===== src/hdl/bfl_alloc_ram.sv =====
`timescale 1ns / 1ps

module bfl_alloc_ram #(
  parameter int WIDTH = 32,
  parameter int DEPTH = 128
) (
  input  logic                     clk,
  input  logic                     we,
  input  logic [$clog2(DEPTH)-1:0] waddr,
  input  logic [WIDTH-1:0]         wdata,
  input  logic [$clog2(DEPTH)-1:0] raddr,
  output logic [WIDTH-1:0]         rdata
);

  logic [WIDTH-1:0] mem [DEPTH];

  always_ff @(posedge clk) begin
    if (we) begin
      mem[waddr] <= wdata;
    end
    rdata <= mem[raddr];
  end

endmodule


===== config.mk =====
export PLATFORM = sky130hd
export DESIGN_NAME = bfl_alloc_ram
export DESIGN_NICKNAME = d
export VERILOG_FILES = /design/src/hdl/bfl_alloc_ram.sv
export SDC_FILE = /design/constraint.sdc
export NUM_CORES = 2
export LEC_CHECK = 0
export BUFFER_PORTS_ARGS = -buffer_cell sky130_fd_sc_hd__buf_2
export CAP_MARGIN = 20
export CORE_MARGIN = 1.5
export CORE_UTILIZATION = 45
export DETAILED_ROUTE_END_ITERATION = 16
export GPL_TIMING_DRIVEN = 0
export HOLD_SLACK_MARGIN = 0.03
export PLACE_DENSITY = 0.66
export SLEW_MARGIN = 20
export SYNTH_ARGS = -nofsm -noshare
export SYNTH_HDL_FRONTEND = slang
export SYNTH_SLANG_ARGS = --single-unit

===== constraint.sdc =====
create_clock -name clk -period 4.7 [get_ports clk]
set_input_delay 0.235 -clock clk [delete_from_list [all_inputs] [get_ports clk]]
set_output_delay 0.235 -clock clk [all_outputs]
set_load 0.01 [all_outputs]

# == Yosys cells after proc, flatten, opt, wreduce, memory -nomap -nowiden ==
# Memory sizes are Yosys's and may differ from the RTL's. A register that Yosys moved wholly into a read port is not among the register bits.
# Index checks and enable logic that the tools add are counted.
# totals
regBits,0
ramBits,4096
in_bits,48
out_inout_bits,32
elab_cells,3
n_memories,1
# mem_list
name,words,width,read_ports,rd_clocked_by_memory_dff,write_ports,line_no,rtl
mem,128,32,1,1,1,15,logic [WIDTH-1:0] mem [DEPTH];
# op_classes
mux,2
# op_table
operator,n
$mux W1,2

# == Longest topological paths before layout ==
# logic_depth
depth_word,2
ltp_mapped,8
mapped_depth_nobuf,4

# == Worst setup path after synthesis ==
# OpenSTA, ideal clock, no wires.
# synth_path
path_type,in2reg
startpoint,input port we
endpoint,"memory mem[98][0], enable pin"
setup_ps,461
arrival_time_ps,3013
required_ps,4239
path_slack_ps,1226
path_stages,3
n_path_buf,1
path_cell_list,clkbuf_1 -> nand4_1 -> nor3_1
# synth_between
elab_chain_len,2
# synth_lines
element,line_no,rtl
start: declaration,8,"input logic we,"
$mux W1,18,if (we) begin
$mux W1 (implied by the code),19,mem[waddr] <= wdata;
end: declaration,15,
# No other way between the ends.

==> metrics.md <==
| Metric | Value |
|---|---|
| Buffers & Inverters on Critical Path | 5 |
| Final hold slack | approximately 0.16 ns |
| FILL cells | around 25000 |
| Tcrit/Tclk final | roughly four fifths |
| GRT met3 Usage | approximately 5.2% |
| CP Capture Type | flop |
| Max IR drop VDD | about 0.33 mV |
| Hold wc startpoint | waddr[0] |
| Total negative slack | 0 ns |
| TritonRoute pass-1 iters | 7 |
| WHS Endpoint | mem[81][1] |
| Clock Skew | 0.0291 ns |
| Area of the die | roughly 350000 um^2 |
| NumNets Final | just under 7000 |
| Vias post-DR | 70884 |
| Routed Antenna Nets | 0 |
| Min Tclk post-route | 3.84 ns |
| Hold Crit Class | primary input to flop |
| Minimum setup slack among reg-to-reg paths | about 1.9 ns |
| Max Clock Freq | 0.260 GHz |
| Worst skew pair latency | approximately 0.9 ns |
| Nature of the critical path startpoint | primary input |
| CTS Buffer Depth | 4 |
| Reg2Reg Depth | 4 |
| Busiest grt layer | met2 |
| Drt drc | 0 |
| Multi-input gate area | ~32000 um^2 |
| Initial Utilization | 45.2% |
| Status | finished, final reports clean |
| Setup Fix Bufs, Post-CTS | 0 |
| HPWL Detailed | 275000 um |
| Register area share after synthesis | 79.1% |
| Ports | 80 |
| Crit path cell chain | clkbuf_1 -> buf_2 -> clkbuf_2 -> buf_12 -> buf_1 -> mux4_2 -> mux4_2 -> mux4_2 -> mux2_2 |
| Grt met1 use | a little under a third |
| Gate Count Post-Synth | ~6000 |
| Synthesis-to-layout area growth | 16.5% |
| #FFs+latches synth | between 4000 and 5000 |
| Average cell area after synthesis | between 20 and 30 um^2 |
| Max-slew headroom | between 15 and 20% |
| CP arrival | 4.62 ns |
| Drt initial violations | between 10000 and 15000 |
| FP Rows | approximately 220 |
| Slew @ Worst Pin | 1.26 ns |
| Met2 Use GR | 36.8% |
| H-Tree Depth | 5 |
| Largest net degree at the start of global routing | between 80 and 90 |
| CP max stage delay | ~0.74 ns |
| Clk sink count | just over 4000 |
| Root Buffer | clkbuf_16 |
| Buffers added on ports | 68 |
| Critical Path Fanout Max | 11 |
| CTS tree | yes |
| Worst path slowest cell | mux4_2 |
| Placer congestion estimate | roughly 1.1 |
| CP top delay family | multiplexers |
| Vias per cell | around 6.0 |
| PwrDens | 422 nW/um^2 |
| Initial antenna violation count | 77 |
| Global-route wire length before repair | roughly 550000 um |
| CTS buffer count | approximately 400 |
| Hold path depth | 3 |
| Core box area | around 350000 um^2 |
| Worst-path clk slew | approximately 0.06 ns |
| Reg area | roughly 120000 um^2 |
| Worst r2r dst | rdata[10] |
| P_leak | ~56 nW |
| Total grt overflow | 0 |
| Max-cap violation count | 0 |
| Yosys warning count | 0 |
| Die height | 592 um |
| WP data required | 5.49 ns |
| Final Hold Viols | 0 |
| Total GRT Usage | 22.7% |
| Post-synth net total | 6038 |
| Critical R2R Launch | mem[16][10] |
| Routed WL | a little under 400000 um |
| Slew Limit Fails | 0 |
| Cell variety after synth | 17 |
| Post-DR wirelength/cell | approximately 34 um |
| Fraction of layout cells with a size suffix above 1 | between 30% and 40% |
| Most frequent CP cell | mux4_2 |
| Vias in the first global route | about 71000 |
| Chip width | between 500 and 600 um |
| RSZ-0062 raised after global routing | no |
| Post-synth design cell area | ~160000 um^2 |
| Final setup violation count | 0 |
| WS Path Type | primary input to flop |
-- how the worst max path moves through the flow --
stage | start | end | slack (ns) | depth (start not counted)
finish | raddr[2] | rdata[18] | 0.86 | 9
global route | raddr[2] | rdata[18] | 0.86 | 9
CTS | raddr[2] | rdata[18] | 0.92 | 9
detailed placement | raddr[2] | rdata[17] | -0.05 | 9
global placement | waddr[3] | mem[102][13] | -2.30 | 4
floorplan | we | mem[98][0] | 1.23 | 3
-- stage by stage --
stage	setup slack [ns]	utilization, %	cells	cell area, um^2	power, mW
2_1_floorplan	1.23	-	5990	156000	43.5
3_3_place_gp	-2.30	46.9	10636	162000	45.4
3_5_place_dp	-0.0535	48.7	10868	169000	45.7
4_1_cts	0.923	52.5	11624	182000	77.1
5_1_grt	0.861	52.6	11716	182000	78.6
6_report	0.861	52.6	11733	182000	76.8
-- kinds of logic (layout without fill, tap and decap cells) --
kind of cell,Yosys count,count (layout),share of synthesized area [%]
buffers and inverters,316,1374,0.839
muxes,1376,1376,19.6
other,0,107,0
and+or+nand+nor,170,170,0.446
DFF,4128,4128,79.1
-- tightest hold or removal path: stages --
cell and delay [ns]:
clkbuf_1 0.19, nand2_1 0.35, nor2_4 0.10
-- cell type report --
cell class                 count  share of cell area [%]
sequential                  4128                    67.9
antenna                      107                   0.147
buffer                       316                   0.748
tap                         4578                    3.15
timing repair buffer         337                    3.24
clock inverter               226                    1.26
clock buffer                 495                    5.83
multi-input combinational   1546                    17.7
-- flip-flops by register name, summed over array words and instances, names as in the netlist --
register  flops
rdata        32
mem        4096
-- layout by cell type (no fill, tap or decap), types with 35 or more instances in the layout --
cell,Yosys,routed
buf_1,50,39
clkbuf_16,0,411
mux4_2,1344,1344
buf_12,0,66
nor2_4,0,119
clkinv_1,0,85
buf_4,3,46
buf_2,79,123
edfxtp_1,4096,4096
bufinv_16,0,45
diode_2,0,107
dlygate4sd3_1,0,35
buf_16,0,118
clkbuf_1,182,235
clkinv_2,0,63
-- cells in the mapped netlist (all sizes together) --
cell type | instances | area [um^2]
edfxtp | 4096 | 123000
mux4 | 1344 | 30300
clkbuf | 182 | 683
buf | 134 | 628
nor2 | 122 | 458
dfxtp | 32 | 641
mux2 | 32 | 360
nand2 | 14 | 52.6
nand3 | 12 | 60.1
nor3 | 9 | 45.0
nor2b | 7 | 43.8
nand4 | 3 | 18.8
nand2b | 2 | 12.5
or3 | 1 | 6.26
-- power by group --
group / total, mW / leakage [nW] / internal (mW) / switching (mW)
registers: 40.7 / 37.1 / 40.6 / 0.0494
clock network: 31.8 / 6.28 / 18.5 / 13.4
logic: 4.28 / 12.3 / 1.60 / 2.68
-- routing by layer --
metal	vias to the layer above	part of all wire, %
met5	-	0.053
met4	14	3.2
met3	510	9.9
met2	3531	49
met1	38812	38
li1	28017	-
-- repair_timing --
| item | CTS | global route |
|---|---|---|
| gates resized for setup | 0 | 0 |
| hold buffers | 35 | 0 |
| hold endpoints to repair | 2154 | 0 |
No activity file was read; power rests on OpenSTA's default activity.
